## src/rnlc_pkg.sv

```systemverilog
`timescale 1ns / 1ps
// ----------------------------------------------------------------------------
// rnlc_pkg
// Shared widths, the configuration bundle and the token that walks the
// label cell chain of the region neighbour label counter.
// ----------------------------------------------------------------------------
package rnlc_pkg;

  // label and position widths fixed by the interface
  localparam int LBL_W     = 6;
  localparam int CW        = 5;
  localparam int CFG_W     = 6;
  localparam int CFG_IDX_W = 2;
  localparam int INC_W     = 2;
  localparam int MAX_ROWS  = 32;
  localparam int MAX_FRAME_COLS = 32;

  // configuration register indexes
  localparam logic [CFG_IDX_W-1:0] CFG_ROWS   = CFG_IDX_W'(0);
  localparam logic [CFG_IDX_W-1:0] CFG_COLS   = CFG_IDX_W'(1);
  localparam logic [CFG_IDX_W-1:0] CFG_TARGET = CFG_IDX_W'(2);

  // configuration as seen by the front end
  typedef struct packed {
    logic [CFG_W-1:0] rows;
    logic [CFG_W-1:0] cols;
    logic [LBL_W-1:0] target;
  } cfg_t;

  // one token per accepted pixel: up to two candidate labels plus frame end
  typedef struct packed {
    logic             valid;
    logic             eof;
    logic             ma;
    logic [LBL_W-1:0] la;
    logic             mb;
    logic [LBL_W-1:0] lb;
    logic [INC_W-1:0] inc;
  } tok_t;

endpackage

```

## src/region_neighbour_label_counter_core.sv

```systemverilog
`timescale 1ns / 1ps
// ----------------------------------------------------------------------------
// region_neighbour_label_counter_core
// Counts distinct labels 4-adjacent to a target region over a raster frame.
// ----------------------------------------------------------------------------
// Throughput: one pixel per cycle while not halted; the label cell chain
//   steps every cycle unless halted. The count appears on out_valid once
//   the frame's last pixel has passed one cell per label and the output register.
// The chain halts only while a result is held and the next frame end arrives.
// Reset clears position counters, seen bits, running count and output valid;
//   the line buffer is not cleared.
// ----------------------------------------------------------------------------
module region_neighbour_label_counter_core #(
  parameter int MAX_COLS    = 32,
  parameter int LABEL_COUNT = 64
) (
  input  logic                          clk,
  input  logic                          rst_n,
  input  logic                          in_valid,
  output logic                          in_stall,
  input  logic [rnlc_pkg::LBL_W-1:0]    in_pixel_label,
  output logic                          out_valid,
  input  logic                          out_stall,
  output logic [rnlc_pkg::LBL_W-1:0]    out_neighbour_count,
  input  logic                          cfg_we,
  input  logic [rnlc_pkg::CFG_IDX_W-1:0] cfg_idx,
  input  logic [rnlc_pkg::CFG_W-1:0]    cfg_data
);
  import rnlc_pkg::*;

  cfg_t             cfg_r;
  tok_t             chain [LABEL_COUNT+1];
  tok_t             last;
  logic             stall, adv, accept;
  logic [LBL_W-1:0] cnt_r, total;
  logic             out_valid_r;
  logic [LBL_W-1:0] out_cnt_r;

  // configuration registers
  always_ff @(posedge clk) begin
    if (!rst_n) begin
      cfg_r.rows   <= CFG_W'(1);
      cfg_r.cols   <= CFG_W'(1);
      cfg_r.target <= LBL_W'(1);
    end else if (cfg_we) begin
      case (cfg_idx)
        CFG_ROWS:   cfg_r.rows   <= cfg_data;
        CFG_COLS:   cfg_r.cols   <= cfg_data;
        CFG_TARGET: cfg_r.target <= cfg_data;
        default: ;
      endcase
    end
  end

  // halt the chain only when a frame end meets a held result
  assign last     = chain[LABEL_COUNT];
  assign stall    = last.valid & last.eof & out_valid_r & out_stall;
  assign adv      = ~stall;
  assign in_stall = stall;
  assign accept   = in_valid & ~stall;

  rnlc_front #(
    .MAX_COLS(MAX_COLS)
  ) u_front (
    .clk    (clk),
    .rst_n  (rst_n),
    .accept (accept),
    .pix    (in_pixel_label),
    .cfg    (cfg_r),
    .tok    (chain[0])
  );

  // one cell per label
  for (genvar g = 0; g < LABEL_COUNT; g++) begin : g_cell
    rnlc_cell #(
      .CELL_IDX(g)
    ) u_cell (
      .clk   (clk),
      .rst_n (rst_n),
      .adv   (adv),
      .tok_i (chain[g]),
      .tok_o (chain[g+1])
    );
  end

  // accumulate new marks, emit on frame end
  assign total = cnt_r + LBL_W'(last.inc);

  always_ff @(posedge clk) begin
    if (!rst_n) begin
      cnt_r       <= '0;
      out_valid_r <= 1'b0;
    end else begin
      if (adv && last.valid) begin
        cnt_r <= last.eof ? '0 : total;
      end
      if (adv && last.valid && last.eof) begin
        out_valid_r <= 1'b1;
      end else if (out_valid_r && !out_stall) begin
        out_valid_r <= 1'b0;
      end
    end
  end

  always_ff @(posedge clk) begin
    if (adv && last.valid && last.eof) begin
      out_cnt_r <= total;
    end
  end

  assign out_valid           = out_valid_r;
  assign out_neighbour_count = out_cnt_r;

endmodule

```

## src/rnlc_front.sv

```systemverilog
`timescale 1ns / 1ps
// ----------------------------------------------------------------------------
// rnlc_front
// Raster position counters, line buffer of the row above and the left
// neighbour; forms the candidate-label token for every accepted pixel.
// ----------------------------------------------------------------------------
module rnlc_front #(
  parameter int MAX_COLS = 32
) (
  input  logic                      clk,
  input  logic                      rst_n,
  input  logic                      accept,
  input  logic [rnlc_pkg::LBL_W-1:0] pix,
  input  rnlc_pkg::cfg_t            cfg,
  output rnlc_pkg::tok_t            tok
);
  import rnlc_pkg::*;

  localparam int AW      = (MAX_COLS > 1) ? $clog2(MAX_COLS) : 1;
  localparam int COL_LIM = (MAX_COLS < MAX_FRAME_COLS) ? MAX_COLS : MAX_FRAME_COLS;

  logic [CW-1:0]    row_r, row_nxt;
  logic [CW-1:0]    col_r, col_nxt;
  logic [LBL_W-1:0] left_r;
  logic [LBL_W-1:0] rd_r;
  logic [LBL_W-1:0] mem [MAX_COLS];

  logic [CFG_W-1:0] rows_eff, cols_eff;
  logic             col_last, row_last;
  logic [AW-1:0]    wr_addr, rd_addr;
  logic             fwd;
  logic             pa_m, pb_m;
  logic [LBL_W-1:0] pa_l, pb_l;

  // clamp a column position into the line buffer
  function automatic logic [AW-1:0] col_addr(input logic [CW-1:0] c);
    if (int'(c) > MAX_COLS - 1) begin
      col_addr = AW'(MAX_COLS - 1);
    end else begin
      col_addr = AW'(c);
    end
  endfunction

  // effective frame size: zero acts as one, clamp to the largest frame
  always_comb begin
    rows_eff = cfg.rows;
    if (rows_eff == '0) rows_eff = CFG_W'(1);
    if (int'(rows_eff) > MAX_ROWS) rows_eff = CFG_W'(MAX_ROWS);
    cols_eff = cfg.cols;
    if (cols_eff == '0) cols_eff = CFG_W'(1);
    if (int'(cols_eff) > COL_LIM) cols_eff = CFG_W'(COL_LIM);
  end

  // advance raster position
  always_comb begin
    col_last = ({1'b0, col_r} + CFG_W'(1)) >= cols_eff;
    row_last = ({1'b0, row_r} + CFG_W'(1)) >= rows_eff;
    col_nxt  = col_r + CW'(1);
    row_nxt  = row_r;
    if (col_last) begin
      col_nxt = '0;
      row_nxt = row_last ? '0 : row_r + CW'(1);
    end
  end

  always_ff @(posedge clk) begin
    if (!rst_n) begin
      row_r  <= '0;
      col_r  <= '0;
      left_r <= '0;
    end else if (accept) begin
      row_r  <= row_nxt;
      col_r  <= col_nxt;
      left_r <= pix;
    end
  end

  // line buffer: prefetch the column of the next pixel, forward on collision
  assign wr_addr = col_addr(col_r);
  assign rd_addr = accept ? col_addr(col_nxt) : wr_addr;
  assign fwd     = accept && (rd_addr == wr_addr);

  always_ff @(posedge clk) begin
    if (accept) begin
      mem[wr_addr] <= pix;
    end
    rd_r <= fwd ? pix : mem[rd_addr];
  end

  // pick the non-target label of each neighbour pair
  always_comb begin
    pa_m = 1'b0;
    pa_l = pix;
    pb_m = 1'b0;
    pb_l = pix;
    if (row_r != '0) begin
      if (pix == cfg.target && rd_r != cfg.target) begin
        pa_m = 1'b1;
        pa_l = rd_r;
      end else if (rd_r == cfg.target && pix != cfg.target) begin
        pa_m = 1'b1;
        pa_l = pix;
      end
    end
    if (col_r != '0) begin
      if (pix == cfg.target && left_r != cfg.target) begin
        pb_m = 1'b1;
        pb_l = left_r;
      end else if (left_r == cfg.target && pix != cfg.target) begin
        pb_m = 1'b1;
        pb_l = pix;
      end
    end
  end

  // drop the second candidate when both name the same label
  always_comb begin
    tok.valid = accept;
    tok.eof   = col_last & row_last;
    tok.ma    = pa_m;
    tok.la    = pa_l;
    tok.mb    = pb_m & ~(pa_m & (pa_l == pb_l));
    tok.lb    = pb_l;
    tok.inc   = '0;
  end

endmodule

```

## src/rnlc_cell.sv

```systemverilog
`timescale 1ns / 1ps
// ----------------------------------------------------------------------------
// rnlc_cell
// One label of the seen bitmap. Marks its label when a passing token names
// it for the first time in the frame, and clears on the frame-end token.
// ----------------------------------------------------------------------------
module rnlc_cell #(
  parameter int CELL_IDX = 0
) (
  input  logic           clk,
  input  logic           rst_n,
  input  logic           adv,
  input  rnlc_pkg::tok_t tok_i,
  output rnlc_pkg::tok_t tok_o
);
  import rnlc_pkg::*;

  logic seen_r, seen_nxt;
  logic hit, new_mark;
  tok_t tok_r, tok_nxt;

  // match this cell's label against both candidates
  always_comb begin
    hit      = tok_i.valid &
               ((tok_i.ma & (32'(tok_i.la) == CELL_IDX)) |
                (tok_i.mb & (32'(tok_i.lb) == CELL_IDX)));
    new_mark = hit & ~seen_r;
    seen_nxt = seen_r;
    if (tok_i.valid) begin
      seen_nxt = tok_i.eof ? 1'b0 : (seen_r | hit);
    end
    tok_nxt     = tok_i;
    tok_nxt.inc = tok_i.inc + INC_W'(new_mark);
  end

  // hold seen bit and token; only the seen bit and the token's valid bit are cleared by reset
  always_ff @(posedge clk) begin
    if (!rst_n) begin
      seen_r      <= 1'b0;
      tok_r.valid <= 1'b0;
    end else if (adv) begin
      seen_r <= seen_nxt;
      tok_r  <= tok_nxt;
    end
  end

  assign tok_o = tok_r;

endmodule

```

## config.mk

```make
export PLATFORM = sky130hd
export DESIGN_NAME = region_neighbour_label_counter_core
export DESIGN_NICKNAME = d
export VERILOG_FILES = /design/src/rnlc_pkg.sv /design/src/region_neighbour_label_counter_core.sv /design/src/rnlc_front.sv /design/src/rnlc_cell.sv
export SDC_FILE = /design/constraint.sdc
export NUM_CORES = 1
export LEC_CHECK = 0
export BUFFER_PORTS_ARGS = -buffer_cell sky130_fd_sc_hd__buf_2
export CAP_MARGIN = 0
export CORE_ASPECT_RATIO = 1.25
export CORE_MARGIN = 2
export CORE_UTILIZATION = 50
export DETAILED_ROUTE_END_ITERATION = 16
export GPL_TIMING_DRIVEN = 0
export MAX_ROUTING_LAYER = met4
export PLACE_DENSITY_LB_ADDON = 0.1
export SKIP_LAST_GASP = 1
export SLEW_MARGIN = 20
export SYNTH_ARGS = -nofsm -noshare
export SYNTH_HDL_FRONTEND = slang
export SYNTH_SLANG_ARGS = --single-unit
```

## constraint.sdc

```tcl
create_clock -name clk -period 62 [get_ports clk]
set_clock_uncertainty 0.05 [all_clocks]
set_input_delay 12.4 -clock clk [delete_from_list [all_inputs] [get_ports clk]]
set_output_delay 12.4 -clock clk [all_outputs]
set_load 0.01 [all_outputs]
```

# Word-level counts from Yosys, hierarchy flattened

Memories as Yosys holds them, arrays and structs flattened. A register that Yosys moved wholly into a read port is not among the register bits.
Cells that the tools add are included.

Add/sub/neg operators: 68
Order comparisons: 4
Equal/unequal tests: 135
Multiplexer cells: 86
Bitwise logic cells: 457
Reduce and logical (&&, ||, !) cells: 85

Operators by type and width:

| operator                                            | number |
|---|---|
| equality test 6 bit, second input constant          | 64 |
| AND 1 bit                                           | 263 |
| equality test 6 x 5 -> 1 bit, second input constant | 32 |
| AND reduction 2 bit                                 | 69 |
| OR 1 bit                                            | 128 |
| adder 2 x 1 -> 2 bit                                | 62 |
| equality test 6 x 4 -> 1 bit, second input constant | 16 |
| 2-to-1 mux 1 bit                                    | 74 |
| inverter 1 bit                                      | 66 |
| 2-to-1 mux 6 bit                                    | 9 |
| equality test 6 x 3 -> 1 bit, second input constant | 8 |
| equality test 6 x 2 -> 1 bit, second input constant | 4 |
| equality test 6 bit                                 | 4 |
| logical NOT 6 bit                                   | 4 |
| inequality test 6 bit                               | 3 |
| 2-to-1 mux 5 bit                                    | 3 |
| adder 5 x 1 -> 6 bit, second input constant         | 2 |
| equality test 6 x 1 -> 1 bit, second input constant | 2 |
| greater-or-equal comparator 6 bit                   | 2 |
| > comparator 6 bit, second input constant           | 2 |
| adder 5 x 1 -> 5 bit, second input constant         | 2 |
| nonzero test 5 bit                                  | 2 |
| logical AND 1 bit                                   | 7 |
| adder 6 x 2 -> 6 bit                                | 1 |
| other kinds (6)                                     | 6 |

Flip-flop bits (word level): 1,248
Bits in writable memories: 192
Bits of input ports: 19
Output and inout port bits: 8
Word-level logic and storage cells: 1,353
Memories: 1

Memory list:

| memory      | words | bits a word | read ports | clocked after memory_dff | wr ports | RTL line         | source |
|---|---|---|---|---|---|---|---|
| u_front.mem | 32    | 6           | 1          | 1                        | 1        | rnlc_front.sv:26 | `logic [LBL_W-1:0] mem [MAX_COLS];` |

# Longest topological paths before layout

Depth after elaboration: 13
Depth in mapped cells: 19
Gate-level depth less buffers: 15

# Hierarchy

From an unflattened synthesis, not the netlist that was laid out.

Cells, all modules: 2,993
Area, all modules: 54,441.0 um2

Modules (own cells, without submodules):

| module                              | instances | cells an instance | area an instance (um2) | sequential area each (um2) |
|---|---|---|---|---|
| rnlc_front                          | 1         | 647               | 9,764.4                | 6,185.9 |
| rnlc_cell at g_cell[11].u_cell ...  | 12        | 35                | 679.4                  | 550.5 |
| rnlc_cell at g_cell[23].u_cell ...  | 8         | 36                | 669.4                  | 550.5 |
| rnlc_cell at g_cell[31].u_cell ...  | 6         | 34                | 676.9                  | 550.5 |
| rnlc_cell at g_cell[15].u_cell ...  | 5         | 33                | 680.7                  | 550.5 |
| rnlc_cell at g_cell[20].u_cell ...  | 4         | 35                | 691.9                  | 550.5 |
| rnlc_cell at g_cell[10].u_cell ...  | 4         | 35                | 680.7                  | 550.5 |
| rnlc_cell at g_cell[17].u_cell ...  | 4         | 35                | 674.4                  | 550.5 |
| rnlc_cell at g_cell[48].u_cell ...  | 3         | 33                | 666.9                  | 550.5 |
| rnlc_cell at g_cell[28].u_cell ...  | 2         | 35                | 686.9                  | 550.5 |
| rnlc_cell at g_cell[49].u_cell ...  | 2         | 33                | 686.9                  | 550.5 |
| region_neighbour_label_counter_core | 1         | 127               | 1,365.1                | 680.7 |
| rnlc_cell at g_cell[1].u_cell ...   | 2         | 35                | 678.2                  | 550.5 |
| rnlc_cell at g_cell[4].u_cell ...   | 2         | 34                | 678.2                  | 550.5 |
| 8 more rows                         | --        | --                | --                     | -- |

# Worst setup path after synthesis

No wires, ideal clock.

Kind: input to register
From: input out_stall
To: register g_cell[0].u_cell.tok_r (netlist bit g_cell[0].u_cell.tok_o[0]) (enable)
Setup time: 1,581 ps
Arrival time: 37,521 ps
Required time: 60,369 ps
Slack: 22,848 ps
Stages: 5
Path buffers: 3
Cell sequence: nand4_1 > clkbuf_1 > clkbuf_1 > buf_1 > and2_1

Longest elaborated chain between the ends: 3

Ends and longest elaborated chain:

| item                                 | RTL line                                  | source |
|---|---|---|
| start, declared                      | region_neighbour_label_counter_core.sv:23 | `input logic out_stall,` |
| AND 1 bit                            | region_neighbour_label_counter_core.sv:57 | `assign stall = last.valid & last.eof & out_valid_r & out_stall;` |
| inverter 1 bit (no source line)      | --                                        |  |
| AND reduction 2 bit (no source line) | --                                        |  |
| end signal, assigned                 | rnlc_cell.sv:43                           | `tok_r <= tok_nxt;` |
| end, declared                        | rnlc_cell.sv:20                           | `tok_t tok_r, tok_nxt;` |

Every way passes these cells.
A chain may end at the register's enable or synchronous reset.

# Worst setup path after layout

From: input out_stall
To: output in_stall

Longest elaborated chain between the ends: 1

Ends and longest elaborated chain:

| item          | RTL line                                  | source |
|---|---|---|
| AND 1 bit     | region_neighbour_label_counter_core.sv:57 |  |
| end, declared | region_neighbour_label_counter_core.sv:20 | `output logic in_stall,` |

Every way passes these cells.

==> qor.txt <==
GPL Wtd Cong: 0.8374
CTS clk-pin slew, worst paths: 0.06 ns
Synth Area in Adders: 0.02093
DRC viols: 0
Largest net degree at the start of global routing: 68
Startpoint class of the critical path: input port
DR vias/cell: 5.498
Sequential area share after synthesis: 0.8044
Number of global-route vias before repair: 26,261
Worst-Margin Slew: 1.051 ns
Main synth FF type: edfxtp_1
Total GRT Usage: 0.1888
Most common cell after layout, fill and taps aside: edfxtp_1
Starting density of the core: 0.5016
Distinct cells, synth: 52
DIE WIDTH: 291.8 µm
Total CTS buffers: 140
Final non-filler cell area: 58,670 µm²
XOR/XNOR Fraction of Synth Area: 0.01624
Setup bufs post-CTS: 0
Post-layout min period: 26.98 ns
VDD IR max: 29.00 µV
Via count: 25,166
Yosys warns: 0
WS Path Type: input port to primary output
Max-cap violations: 0
Fin nets: 3,226
Die span in y: 363.8 µm
Worst relative slew slack: 0.2993
Unrepaired setup endpoints after global routing: false
# IOs: 27
Leak: 20.64 nW
Number of synthesized flops with an enable pin: 1,271
Yosys reg bits: 1,445
Most frequent cells in the layout: edfxtp_1 (1,271), nand2_1 (219), nor2_1 (188), dfxtp_1 (174), clkbuf_16 (145)
Largest family of logic cells by synthesized area: simple AND/OR/NAND/NOR gates
Post_cts resized: 0
Synth Area per Inst: 17.65 µm²
Worst hold-check path type: flop to flop
Placed Area: 54,110 µm²
Pre-antenna DRT Iters: 5
Final Util: 0.5684
Synth Instances: 2,934
Storage cell area: 41,650 µm²
Synth async-reset ratio: 0
Total Power: 2.020 mW
Fmax: 37.06 MHz
H-Tree Depth: 4
Data required, critical path: 49.55 ns
Share of cells above drive strength 1: 0.09304
DRT antenna net count: 0
Gr ovfl total: 0
Worst Path Max Fanout: 10
Detailed router's first-iteration violation count: 1,914
CTS tree: done
Setup TNS: 0 ns
WP data arrival: 14.53 ns
Final wirelength: 95,960 µm
Clk_lat worst skew: 0.75 ns
Run status: completed
Area of the multi-input gates: 9792 µm²
PwrDens: 34.43 nW/µm²
Hpwl dp: 62,530 µm
Area of the core: 103,200 µm²
Final Max Slew Viols: 0
# clock sinks: 1,445
Hold buffer count at cts: 0
Fillers: 7,846
Final period util: 0.4352
Post-synthesis mux area share: 0.02735
Area Overhead vs Synth: 13.31%
Global-route wire length before repair: 148,400 µm
Final setup violation count: 0
Post-synthesis simple-gate area fraction: 0.08486
Syn nets: 3,039
Synth Area in Compound Gates: 0.03934
Initial antenna violation count: 1
Clock tree buffer depth: 3
Die area: 106,200 µm²
Port bufs: 25
Row cnt: 132
CTS root buffer: clkbuf_16
WL per Instance: 20.97 µm
Crit. End Element: primary output
Synthesized area: 51,780 µm²
Hold Vio Cnt, Final: 0
==> kinds of logic (layout without fill, tap and decap cells) <==
logic type / after synthesis / count (layout)
adders and majority gates: 86 / 86
DFF: 1445 / 1445
xor gates and xnor gates: 96 / 96
AOI/OAI and AO/OA: 283 / 283
muxes: 116 / 116
other: 0 / 2
buffers and inverters: 88 / 389
and+or+nand+nor: 820 / 820
==> power breakdown <==
part           total (mW)  internal [mW]  switching (mW)
sequential           1.13           1.11          0.0216
combinational      0.0528         0.0176          0.0352
clock               0.840          0.487           0.352
==> synthesized netlist by cell type (6+ instances only) <==
cell type / count / area share
edfxtp_1: 1271 / 0.74
nand2_1: 219 / 0.016
nor2_1: 188 / 0.014
dfxtp_1: 174 / 0.067
nand3_1: 99 / 0.0096
mux2i_1: 92 / 0.018
ha_1: 85 / 0.021
xor2_1: 81 / 0.014
a21boi_0: 71 / 0.010
o21ai_0: 65 / 0.0063
o211a_1: 58 / 0.011
nand4b_1: 55 / 0.0093
clkbuf_1: 54 / 0.0039
nor4b_1: 54 / 0.0091
nor3_1: 37 / 0.0036
a22oi_1: 34 / 0.0049
nor4_1: 33 / 0.0040
nand4_1: 30 / 0.0036
nor2b_1: 28 / 0.0034
a21oi_1: 22 / 0.0021
nand4bb_1: 21 / 0.0046
mux4_2: 20 / 0.0087
inv_1: 16 / 0.0012
xnor2_1: 15 / 0.0025
and2_1: 12 / 0.0014
nand3b_1: 12 / 0.0017
a21o_1: 10 / 0.0014
o21ai_1: 8 / 0.00077
buf_1: 7 / 0.00051
buf_2: 7 / 0.00068
and3_1: 6 / 0.00072
==> worst max-delay path, cell delays in order <==
cell	delay, ns
buf_2	0.10
nand4_1	0.22
inv_1	0.15
clkbuf_1	0.62
clkbuf_1	0.74
buf_2	0.30
==> path summary, 6_finish.rpt <==
| check | endpoint | cells past startpoint | from | slack (ns) |
|---|---|---|---|---|
| max reg2reg | g_cell[29].u_cell.tok_o[4] | 12 | g_cell[63].u_cell.tok_o[16] | 55.72 |
| min reg2reg | g_cell[59].u_cell.tok_o[4] | 0 | g_cell[58].u_cell.tok_o[4] | 0.38 |
| max | in_stall | 6 | out_stall | 35.02 |
| min | g_cell[59].u_cell.tok_o[4] | 0 | g_cell[58].u_cell.tok_o[4] | 0.38 |
==> cell type report <==
class                           count  share of cell area
Antenna cell                        2          0.00008530
Buffer                             72            0.005076
Clock buffer                      181             0.06585
Clock inverter                     75             0.01184
Inverter                           16            0.001024
Multi-Input combinational cell   1401              0.1669
Sequential cell                  1445              0.7099
Tap cell                         1340             0.02858
Timing Repair Buffer               45             0.01075
==> per-stage QoR <==
step / hold slack [ns] / instances / setup WS (ns)
after global placement: 0.3695 / 4299 / 15.07
final: 0.3801 / 4577 / 35.02
after global routing: 0.3834 / 4576 / 34.97
after CTS: 0.3745 / 4575 / 35.02
after floorplan: 0.3666 / 2934 / 22.85
after detailed placement: 0.3739 / 4319 / 35.05
==> registers in the layout, summed over array words and instances (netlist names), named ones only <==
name                  flops
u_front.col_r             5
cfg_r                    18
u_front.row_r             5
cnt_r                     6
g_cell.u_cell.tok_o    1137
out_neighbour_count       6
u_front.left_r            6
g_cell.u_cell.seen_r     64
u_front.mem             192
out_valid                 1
==> layer usage <==
layer	routed length, µm	global-route usage
met5	0	-
met4	2832	0.07206
met3	3875	0.03426
met2	50290	0.3289
met1	38960	0.2181
(Power assumes the default switching activity.)
